**config.mk**
```make
export PLATFORM = sky130hd
export DESIGN_NAME = day_of_week_julian_gregorian
export DESIGN_NICKNAME = d
export VERILOG_FILES = /design/src/hw/rtl/dow_jg_pkg.sv /design/src/hw/rtl/dow_jg_decode.sv /design/src/hw/rtl/dow_jg_count.sv /design/src/hw/rtl/dow_jg_mod7.sv /design/src/hw/rtl/day_of_week_julian_gregorian.sv
export SDC_FILE = /design/constraint.sdc
export NUM_CORES = 1
export LEC_CHECK = 0
export BUFFER_PORTS_ARGS = -buffer_cell sky130_fd_sc_hd__buf_2
export CORE_ASPECT_RATIO = 1.75
export CORE_MARGIN = 2
export CORE_UTILIZATION = 55
export DETAILED_ROUTE_END_ITERATION = 7
export GPL_TIMING_DRIVEN = 0
export PLACE_DENSITY = 0.73
export SLEW_MARGIN = 5
export SYNTH_ARGS = -nofsm -noshare
export SYNTH_HDL_FRONTEND = slang
export SYNTH_HIERARCHICAL = 1
export SYNTH_SLANG_ARGS = --single-unit
```
**constraint.sdc**
```tcl
create_clock -name i_clk -period 12.3 [get_ports i_clk]
set_input_delay 2.46 -clock i_clk [delete_from_list [all_inputs] [get_ports i_clk]]
set_output_delay 2.46 -clock i_clk [all_outputs]
set_load 0.01 [all_outputs]
```
**src/hw/rtl/dow_jg_pkg.sv**
```systemverilog
// ----------------------------------------------------------------------------
// dow_jg_pkg
// Shared types, calendar constants and month tables for the weekday pipeline.
// ----------------------------------------------------------------------------
package dow_jg_pkg;

    localparam int DAY_W   = 5;
    localparam int MONTH_W = 4;
    localparam int YEAR_W  = 14;
    localparam int WDAY_W  = 3;
    localparam int DSUM_W  = 9;
    localparam int PROD_W  = 27;
    localparam int CENT_W  = 8;
    localparam int TOTAL_W = 15;

    localparam logic [YEAR_W-1:0]  SWITCH_YEAR  = 14'd1752;
    localparam logic [YEAR_W-1:0]  MAX_YEAR     = 14'd9999;
    localparam logic [DSUM_W-1:0]  SKIPPED_DAYS = 9'd11;

    localparam logic [MONTH_W-1:0] MONTH_JAN = 4'd1;
    localparam logic [MONTH_W-1:0] MONTH_FEB = 4'd2;
    localparam logic [MONTH_W-1:0] MONTH_SEP = 4'd9;
    localparam logic [MONTH_W-1:0] MONTH_DEC = 4'd12;

    localparam logic [DAY_W-1:0]   GAP_FIRST = 5'd3;
    localparam logic [DAY_W-1:0]   GAP_LAST  = 5'd13;
    localparam logic [DAY_W-1:0]   LEAP_FEB_LEN = 5'd29;

    // floor(m / 100) == (m * 5243) >> 19 for every 14-bit m
    localparam logic [12:0]        RECIP_100   = 13'd5243;
    localparam int                 RECIP_SHIFT = 19;
    localparam logic [YEAR_W-1:0]  HUNDRED     = 14'd100;
    localparam logic [6:0]         CENT_END    = 7'd99;

    localparam logic [CENT_W-1:0]  GREG_BIAS   = 8'd9;
    localparam logic [TOTAL_W-1:0] WEEK_BASE   = 15'd5;
    localparam logic [WDAY_W-1:0]  WDAY_NONE   = 3'd0;
    localparam logic [WDAY_W-1:0]  WDAY_SAT    = 3'd7;

    // Stage 1 -> stage 2
    typedef struct packed {
        logic                range_ok;
        logic                sep_gap;
        logic                greg;
        logic                is_feb;
        logic                after_feb;
        logic [DAY_W-1:0]    day;
        logic [DAY_W-1:0]    len_base;
        logic [YEAR_W-1:0]   year;
        logic [YEAR_W-1:0]   yprev;
        logic [PROD_W-1:0]   prod;
        logic [DSUM_W-1:0]   dsum;
    } t_s1;

    // Stage 2 -> stage 3
    typedef struct packed {
        logic                date_ok;
        logic [TOTAL_W-1:0]  total;
    } t_s2;

    function automatic logic [DSUM_W-1:0] f_days_before(input logic [MONTH_W-1:0] month);
        logic [DSUM_W-1:0] d;
        case (month)
            4'd1:    d = 9'd0;
            4'd2:    d = 9'd31;
            4'd3:    d = 9'd59;
            4'd4:    d = 9'd90;
            4'd5:    d = 9'd120;
            4'd6:    d = 9'd151;
            4'd7:    d = 9'd181;
            4'd8:    d = 9'd212;
            4'd9:    d = 9'd243;
            4'd10:   d = 9'd273;
            4'd11:   d = 9'd304;
            4'd12:   d = 9'd334;
            default: d = 9'd0;
        endcase
        return d;
    endfunction

    function automatic logic [DAY_W-1:0] f_month_len(input logic [MONTH_W-1:0] month);
        logic [DAY_W-1:0] l;
        case (month)
            4'd2:    l = 5'd28;
            4'd4:    l = 5'd30;
            4'd6:    l = 5'd30;
            4'd9:    l = 5'd30;
            4'd11:   l = 5'd30;
            default: l = 5'd31;
        endcase
        return l;
    endfunction

endpackage

```
**src/hw/rtl/dow_jg_decode.sv**
```systemverilog
// ----------------------------------------------------------------------------
// dow_jg_decode
// Stage 1: range checks, 1752 switch handling, day-of-year prefix and the
// reciprocal product for the century count.
// ----------------------------------------------------------------------------
module dow_jg_decode (
    input  logic                           i_clk,
    input  logic                           i_rst_n,
    input  logic                           i_en,
    input  logic                           i_valid,
    input  logic [dow_jg_pkg::DAY_W-1:0]   i_day_of_month,
    input  logic [dow_jg_pkg::MONTH_W-1:0] i_month_number,
    input  logic [dow_jg_pkg::YEAR_W-1:0]  i_year_number,
    output logic                           o_valid,
    output dow_jg_pkg::t_s1                o_data
);

    logic                          r_valid;
    dow_jg_pkg::t_s1               r_data;
    dow_jg_pkg::t_s1               n_data;
    logic                          is_switch_year;
    logic                          sub_skip;
    logic [dow_jg_pkg::YEAR_W-1:0] yprev;

    always_comb begin
        is_switch_year = (i_year_number == dow_jg_pkg::SWITCH_YEAR);
        // Sep 14 onward in 1752 is pulled back by the skipped days
        sub_skip = is_switch_year &&
                   (((i_month_number == dow_jg_pkg::MONTH_SEP) &&
                     (i_day_of_month > dow_jg_pkg::GAP_LAST)) ||
                    (i_month_number > dow_jg_pkg::MONTH_SEP));
        yprev = i_year_number - 14'd1;

        n_data.range_ok  = (i_year_number != '0) &&
                           (i_year_number <= dow_jg_pkg::MAX_YEAR) &&
                           (i_month_number >= dow_jg_pkg::MONTH_JAN) &&
                           (i_month_number <= dow_jg_pkg::MONTH_DEC);
        n_data.sep_gap   = is_switch_year &&
                           (i_month_number == dow_jg_pkg::MONTH_SEP) &&
                           (i_day_of_month >= dow_jg_pkg::GAP_FIRST) &&
                           (i_day_of_month <= dow_jg_pkg::GAP_LAST);
        n_data.greg      = (i_year_number > dow_jg_pkg::SWITCH_YEAR);
        n_data.is_feb    = (i_month_number == dow_jg_pkg::MONTH_FEB);
        n_data.after_feb = (i_month_number > dow_jg_pkg::MONTH_FEB);
        n_data.day       = i_day_of_month;
        n_data.len_base  = dow_jg_pkg::f_month_len(i_month_number);
        n_data.year      = i_year_number;
        n_data.yprev     = yprev;
        n_data.prod      = dow_jg_pkg::PROD_W'(yprev) *
                           dow_jg_pkg::PROD_W'(dow_jg_pkg::RECIP_100);
        n_data.dsum      = dow_jg_pkg::f_days_before(i_month_number) +
                           dow_jg_pkg::DSUM_W'(i_day_of_month) -
                           (sub_skip ? dow_jg_pkg::SKIPPED_DAYS : '0);
    end

    always_ff @(posedge i_clk) begin
        if (!i_rst_n) begin
            r_valid <= 1'b0;
        end else if (i_en) begin
            r_valid <= i_valid;
        end
    end

    always_ff @(posedge i_clk) begin
        if (i_en && i_valid) begin
            r_data <= n_data;
        end
    end

    assign o_valid = r_valid;
    assign o_data  = r_data;

endmodule

```
**src/hw/rtl/dow_jg_count.sv**
```systemverilog
// ----------------------------------------------------------------------------
// dow_jg_count
// Stage 2: century count, leap rule, day validity and the raw day total.
// ----------------------------------------------------------------------------
module dow_jg_count (
    input  logic            i_clk,
    input  logic            i_rst_n,
    input  logic            i_en,
    input  logic            i_valid,
    input  dow_jg_pkg::t_s1 i_data,
    output logic            o_valid,
    output dow_jg_pkg::t_s2 o_data
);

    logic                           r_valid;
    dow_jg_pkg::t_s2                r_data;
    dow_jg_pkg::t_s2                n_data;
    logic [dow_jg_pkg::CENT_W-1:0]  cent;
    logic [dow_jg_pkg::CENT_W-1:0]  cent_next;
    logic [dow_jg_pkg::YEAR_W-1:0]  rem_full;
    logic [6:0]                     rem100;
    logic                           leap;
    logic [dow_jg_pkg::DAY_W-1:0]   len;
    logic [dow_jg_pkg::CENT_W-1:0]  corr;

    always_comb begin
        // cent = (year-1)/100, rem100 = (year-1)%100
        cent      = dow_jg_pkg::CENT_W'(i_data.prod >> dow_jg_pkg::RECIP_SHIFT);
        cent_next = cent + 8'd1;
        rem_full  = i_data.yprev - dow_jg_pkg::YEAR_W'(cent) * dow_jg_pkg::HUNDRED;
        rem100    = rem_full[6:0];
        // year%100==0 <=> (year-1)%100==99; then year/100 == cent+1
        leap      = (i_data.year[1:0] == 2'b00) &&
                    (!i_data.greg || (rem100 != dow_jg_pkg::CENT_END) ||
                     (cent_next[1:0] == 2'b00));
        len       = (i_data.is_feb && leap) ? dow_jg_pkg::LEAP_FEB_LEN : i_data.len_base;
        // Gregorian drop: c - c/4 - 9, c = (year-1)/100
        corr      = i_data.greg ? (cent - (cent >> 2) - dow_jg_pkg::GREG_BIAS) : '0;

        n_data.date_ok = i_data.range_ok && !i_data.sep_gap &&
                         (i_data.day != '0) && (i_data.day <= len);
        n_data.total   = dow_jg_pkg::TOTAL_W'(i_data.year) + dow_jg_pkg::WEEK_BASE +
                         dow_jg_pkg::TOTAL_W'(i_data.yprev >> 2) -
                         dow_jg_pkg::TOTAL_W'(corr) +
                         dow_jg_pkg::TOTAL_W'(i_data.dsum) +
                         dow_jg_pkg::TOTAL_W'(leap && i_data.after_feb);
    end

    always_ff @(posedge i_clk) begin
        if (!i_rst_n) begin
            r_valid <= 1'b0;
        end else if (i_en) begin
            r_valid <= i_valid;
        end
    end

    always_ff @(posedge i_clk) begin
        if (i_en && i_valid) begin
            r_data <= n_data;
        end
    end

    assign o_valid = r_valid;
    assign o_data  = r_data;

endmodule

```
**src/hw/rtl/dow_jg_mod7.sv**
```systemverilog
// ----------------------------------------------------------------------------
// dow_jg_mod7
// Stage 3: day total mod 7 by octal digit folding; output register.
// ----------------------------------------------------------------------------
module dow_jg_mod7 (
    input  logic                          i_clk,
    input  logic                          i_rst_n,
    input  logic                          i_en,
    input  logic                          i_valid,
    input  dow_jg_pkg::t_s2               i_data,
    output logic                          o_valid,
    output logic [dow_jg_pkg::WDAY_W-1:0] o_weekday
);

    logic                          r_valid;
    logic [dow_jg_pkg::WDAY_W-1:0] r_weekday;
    logic [dow_jg_pkg::WDAY_W-1:0] n_weekday;
    logic [5:0]                    fold1;
    logic [3:0]                    fold2;
    logic [3:0]                    rem7;

    always_comb begin
        // 8 == 1 mod 7: sum the octal digits twice, then one correction
        fold1 = 6'(i_data.total[2:0]) + 6'(i_data.total[5:3]) + 6'(i_data.total[8:6]) +
                6'(i_data.total[11:9]) + 6'(i_data.total[14:12]);
        fold2 = 4'(fold1[2:0]) + 4'(fold1[5:3]);
        rem7  = (fold2 >= 4'd7) ? (fold2 - 4'd7) : fold2;
        if (!i_data.date_ok) begin
            n_weekday = dow_jg_pkg::WDAY_NONE;
        end else if (rem7 == 4'd0) begin
            n_weekday = dow_jg_pkg::WDAY_SAT;
        end else begin
            n_weekday = rem7[2:0];
        end
    end

    always_ff @(posedge i_clk) begin
        if (!i_rst_n) begin
            r_valid <= 1'b0;
        end else if (i_en) begin
            r_valid <= i_valid;
        end
    end

    always_ff @(posedge i_clk) begin
        if (i_en && i_valid) begin
            r_weekday <= n_weekday;
        end
    end

    assign o_valid   = r_valid;
    assign o_weekday = r_weekday;

endmodule

```
**src/hw/rtl/day_of_week_julian_gregorian.sv**
```systemverilog
// ----------------------------------------------------------------------------
// day_of_week_julian_gregorian
// Weekday of a date (1 Sunday .. 7 Saturday, 0 for an invalid date), Julian
// leap rule through 1752, Gregorian after, with the September 1752 gap.
// ----------------------------------------------------------------------------
//
//  channel   direction   handshake              payload
//  --------  ---------   --------------------   -------------------------------
//  date in   input       i_valid / o_stall      i_day_of_month, i_month_number,
//                                               i_year_number
//  weekday   output      o_valid / i_stall      o_weekday
//
//  o_valid rises once an accepted request has passed all three register
//  stages; with no stall the result is taken while o_valid is high.
//  One request per cycle is taken when nothing stalls (no loops).
//  Reset (i_rst_n low, synchronous) clears only the stage valid bits.
//  A stall on the output holds the result; each stage still fills while it
//  holds a bubble, so o_stall rises only when all three stages are full.
//
// Stage 1: range checks, 1752 gap, day-of-year prefix, (year-1)*recip(100).
// Stage 2: century count and remainder, leap rule, month length, day total.
// Stage 3: total mod 7 mapped to 1..7, registered as the output.
// ----------------------------------------------------------------------------
module day_of_week_julian_gregorian (
    input  logic                           i_clk,
    input  logic                           i_rst_n,
    input  logic                           i_valid,
    output logic                           o_stall,
    input  logic [dow_jg_pkg::DAY_W-1:0]   i_day_of_month,
    input  logic [dow_jg_pkg::MONTH_W-1:0] i_month_number,
    input  logic [dow_jg_pkg::YEAR_W-1:0]  i_year_number,
    output logic                           o_valid,
    input  logic                           i_stall,
    output logic [dow_jg_pkg::WDAY_W-1:0]  o_weekday
);

    logic            s1_valid;
    logic            s2_valid;
    dow_jg_pkg::t_s1 s1_data;
    dow_jg_pkg::t_s2 s2_data;
    logic            adv1;
    logic            adv2;
    logic            adv3;

    // A stage loads when it is empty or its content moves on this cycle.
    assign adv3    = !o_valid  || !i_stall;
    assign adv2    = !s2_valid || adv3;
    assign adv1    = !s1_valid || adv2;
    assign o_stall = !adv1;

    dow_jg_decode u_decode (
        .i_clk          (i_clk),
        .i_rst_n        (i_rst_n),
        .i_en           (adv1),
        .i_valid        (i_valid),
        .i_day_of_month (i_day_of_month),
        .i_month_number (i_month_number),
        .i_year_number  (i_year_number),
        .o_valid        (s1_valid),
        .o_data         (s1_data)
    );

    dow_jg_count u_count (
        .i_clk   (i_clk),
        .i_rst_n (i_rst_n),
        .i_en    (adv2),
        .i_valid (s1_valid),
        .i_data  (s1_data),
        .o_valid (s2_valid),
        .o_data  (s2_data)
    );

    dow_jg_mod7 u_mod7 (
        .i_clk     (i_clk),
        .i_rst_n   (i_rst_n),
        .i_en      (adv3),
        .i_valid   (s2_valid),
        .i_data    (s2_data),
        .o_valid   (o_valid),
        .o_weekday (o_weekday)
    );

`ifndef NO_ASSERTIONS
    // Back-pressure reaches the input only with the whole pipe full and stalled.
    a_stall_only_when_full: assert property (@(posedge i_clk) disable iff (!i_rst_n)
        o_stall |-> (o_valid && s1_valid && s2_valid && i_stall))
        else $error("input stalled while the pipeline has room");

    // With a free output, an accepted request reaches o_valid through the decode, count and mod7 stages.
    a_latency: assert property (@(posedge i_clk) disable iff (!i_rst_n)
        (i_valid && !o_stall) ##1 !i_stall ##1 !i_stall |=> o_valid)
        else $error("accepted request did not reach the output");

    // Reset empties the pipe.
    a_reset_clears: assert property (@(posedge i_clk)
        !i_rst_n |=> (!o_valid && !s1_valid && !s2_valid))
        else $error("valid bits survived reset");
`endif

endmodule
```
==> flow_metrics.tcl <==
set metrics [dict create \
    status "finished clean" \
    final_period_minus_worst_setup_slack_ns 9.24 \
    syn_to_final_growth_pct 7.63 \
    cts_repair_resize_count 0 \
    dpl.hpwl_um 18700 \
    cp-start-kind "input port" \
    timing.fmax_mhz 108 \
    timing.setup.tns_ns 0 \
    worst-r2r-cell-count 16 \
    ant_nets 0 \
    hold_path.class "reg -> reg" \
    path_type_of_the_worst_setup_path "in -> reg" \
    num_rows 65 \
    grt_antenna_before_repair 2 \
    hold_path_cell_cnt 1 \
    area_of_the_die_mm2 0.0195 \
    grt_pass1_vias 7630 \
    detail_route.drc_violations 0 \
    clk_root_buffer_cell "sky130_fd_sc_hd__clkbuf_16" \
    worst_pin_slew_ns 1.05 \
    drt_pass1_iterations 7 \
    tritoncts "yes" \
    gate_count_after_technology_mapping 1007 \
    grt_overflow 0 \
    drt-wirelength-per-cell_um 16.6 \
    crit_path_cells "buf_2 -> inv_1 -> ha_1 -> nand2b_4 -> or3_4 -> nor3_1 -> xor2_1 -> inv_1 -> fa_1 -> inv_1 -> ha_1 -> fa_1 -> fa_1 -> inv_1 -> fa_1 -> inv_1 -> ha_1 -> clkbuf_1 -> nand4_1 -> or3_1 -> o21ai_0 -> a31oi_1 -> xnor2_1" \
    post_synth_instance_area_mm2 0.0101 \
    setup_repair_after_global_routing_missed_its_margin "no" \
    max_slew_margin 0.297 \
    floorplan.die.height_um 183 \
    design.portCount 32 \
    cp-startpoint "i_year_number[0]" \
    r2r-end "u_count/o_data[14]" \
    final_cell_mix "224 x sky130_fd_sc_hd__inv_1, 189 x sky130_fd_sc_hd__ha_1, 90 x sky130_fd_sc_hd__fa_1, 76 x sky130_fd_sc_hd__edfxtp_1, 47 x sky130_fd_sc_hd__a21oi_1" \
    post_cts_hold_buffer_count 0 \
    reg2reg_setup_slack_ns 7.08 \
    antenna_cells 0 \
    cp_slowest_stage_delay_ns 0.79 \
    ff_to_ff_start "u_decode/o_data[29]" \
    dr_total_vias 7066 \
    pin_count_of_the_biggest_net_entering_global_routing 43 \
    clock_path_buffers 2 \
    floorplan.initialDensity 0.562 \
    core_region_area_mm2 0.0180 \
    die_w_um 106 \
    worstPathMaxFanout 8 \
    finalHoldViolations 0 \
    nNetsFinal 1357 \
    most_frequent_standard_cell_in_the_layout_excluding_fill_and_tap_cells "sky130_fd_sc_hd__inv_1" \
    num-fill-cells 1508 \
    layout-drive-gt1-share 0.0653 \
    slew_violations 0 \
    timing.final.crit_share 0.752 \
    gr-usage-all-layers 0.240 \
    cts_htree_levels 3 \
    io_buffers 30 \
    finalWeightedCongestion 0.968 \
    worst_setup_hold_path_clk_slew_ns 0.06 \
    syn_area_per_cell_um2 10.0 \
    maxCapViolCount 0 \
    cts_setup_buffers 0 \
    yosysWarningCount 6 \
    critical_path.slowest_cell "sky130_fd_sc_hd__xor2_1" \
    finClkSkew_ns 0.00519 \
    insertion_delay_ns 0.33 \
    first_iter_violations 307 \
    worst_ep_required_time_ns 12.41 \
    hold_path_end "u_count/o_data[15]" \
    numCtsBuffers 9 \
    timing.hold.worst.start "u_decode/o_data[77]" \
    critPathCaptureType "register" \
    setup_viol 0 \
    postRouteWirelength_um 21500 \
    routed_via_density 5.48 \
    cts.sinks 79 \
    grt_first_pass_wirelength_um 36100 \
    critical_path.most_common_cell "sky130_fd_sc_hd__inv_1" \
    timing.critical_path.arrival_ns 9.35 \
]
==> critical path: cells and delay by family <==
family          cells  cell delay (ns)
xor+xnor            2             1.14
buf+inv             7             0.99
simple gates        5             1.18
compound gates      2             0.62
fa+ha+maj           7             2.97
==> per-layer routing <==
| layer | global-route usage | share of wire | up-vias |
|---|---|---|---|
| li1 | - | - | 3495 |
| met3 | 0.0338 | 0.027 | 70 |
| met2 | 0.480 | 0.58 | 143 |
| met1 | 0.220 | 0.33 | 3356 |
| met4 | 0.145 | 0.066 | 2 |
| met5 | 0 | 0.00061 | - |
==> stage by stage <==
stage          utilization  setup WS [ns]  instance area (um2)  cells  hold slack (ns)
3_3_place_gp         0.587           2.71                10500   1273            0.575
2_1_floorplan            -           4.06                10100   1009            0.514
5_1_grt              0.605           2.68                10900   1290            0.612
3_5_place_dp         0.588           2.72                10600   1274            0.587
4_1_cts              0.605           3.06                10900   1290            0.596
6_report             0.605           3.06                10900   1290            0.580
==> worst max-delay path by stage <==
stage / end / slack, ns / depth (start not counted)
after floorplan: u_decode/o_data[30] / 4.06 / 22
after global placement: u_decode/o_data[34] / 2.71 / 23
after detailed placement: u_decode/o_data[34] / 2.72 / 23
after CTS: u_decode/o_data[34] / 3.06 / 23
after global routing: u_decode/o_data[34] / 2.68 / 23
final: u_decode/o_data[34] / 3.06 / 23
==> flip-flops by register name (all words and copies together) (netlist names) <==
register / flops
u_mod7/o_weekday: 3
u_count/o_valid: 1
u_decode/o_valid: 1
u_mod7/o_valid: 1
u_decode/o_data: 57
u_count/o_data: 16
==> cell type report <==
type / count / area (um2) / area share
inverters: 224 / 841 / 0.0774
multi-input cells: 689 / 6840 / 0.630
clock inverters: 6 / 70.1 / 0.00645
plain buffers: 17 / 78.8 / 0.00725
well taps: 234 / 293 / 0.0269
repair buffers: 31 / 170 / 0.0157
flip-flops and latches: 79 / 2340 / 0.216
clock buffers: 10 / 229 / 0.0211
Power is not shown: default switching activity piles up to over one toggle a cycle in this logic, so the estimate is an artifact.
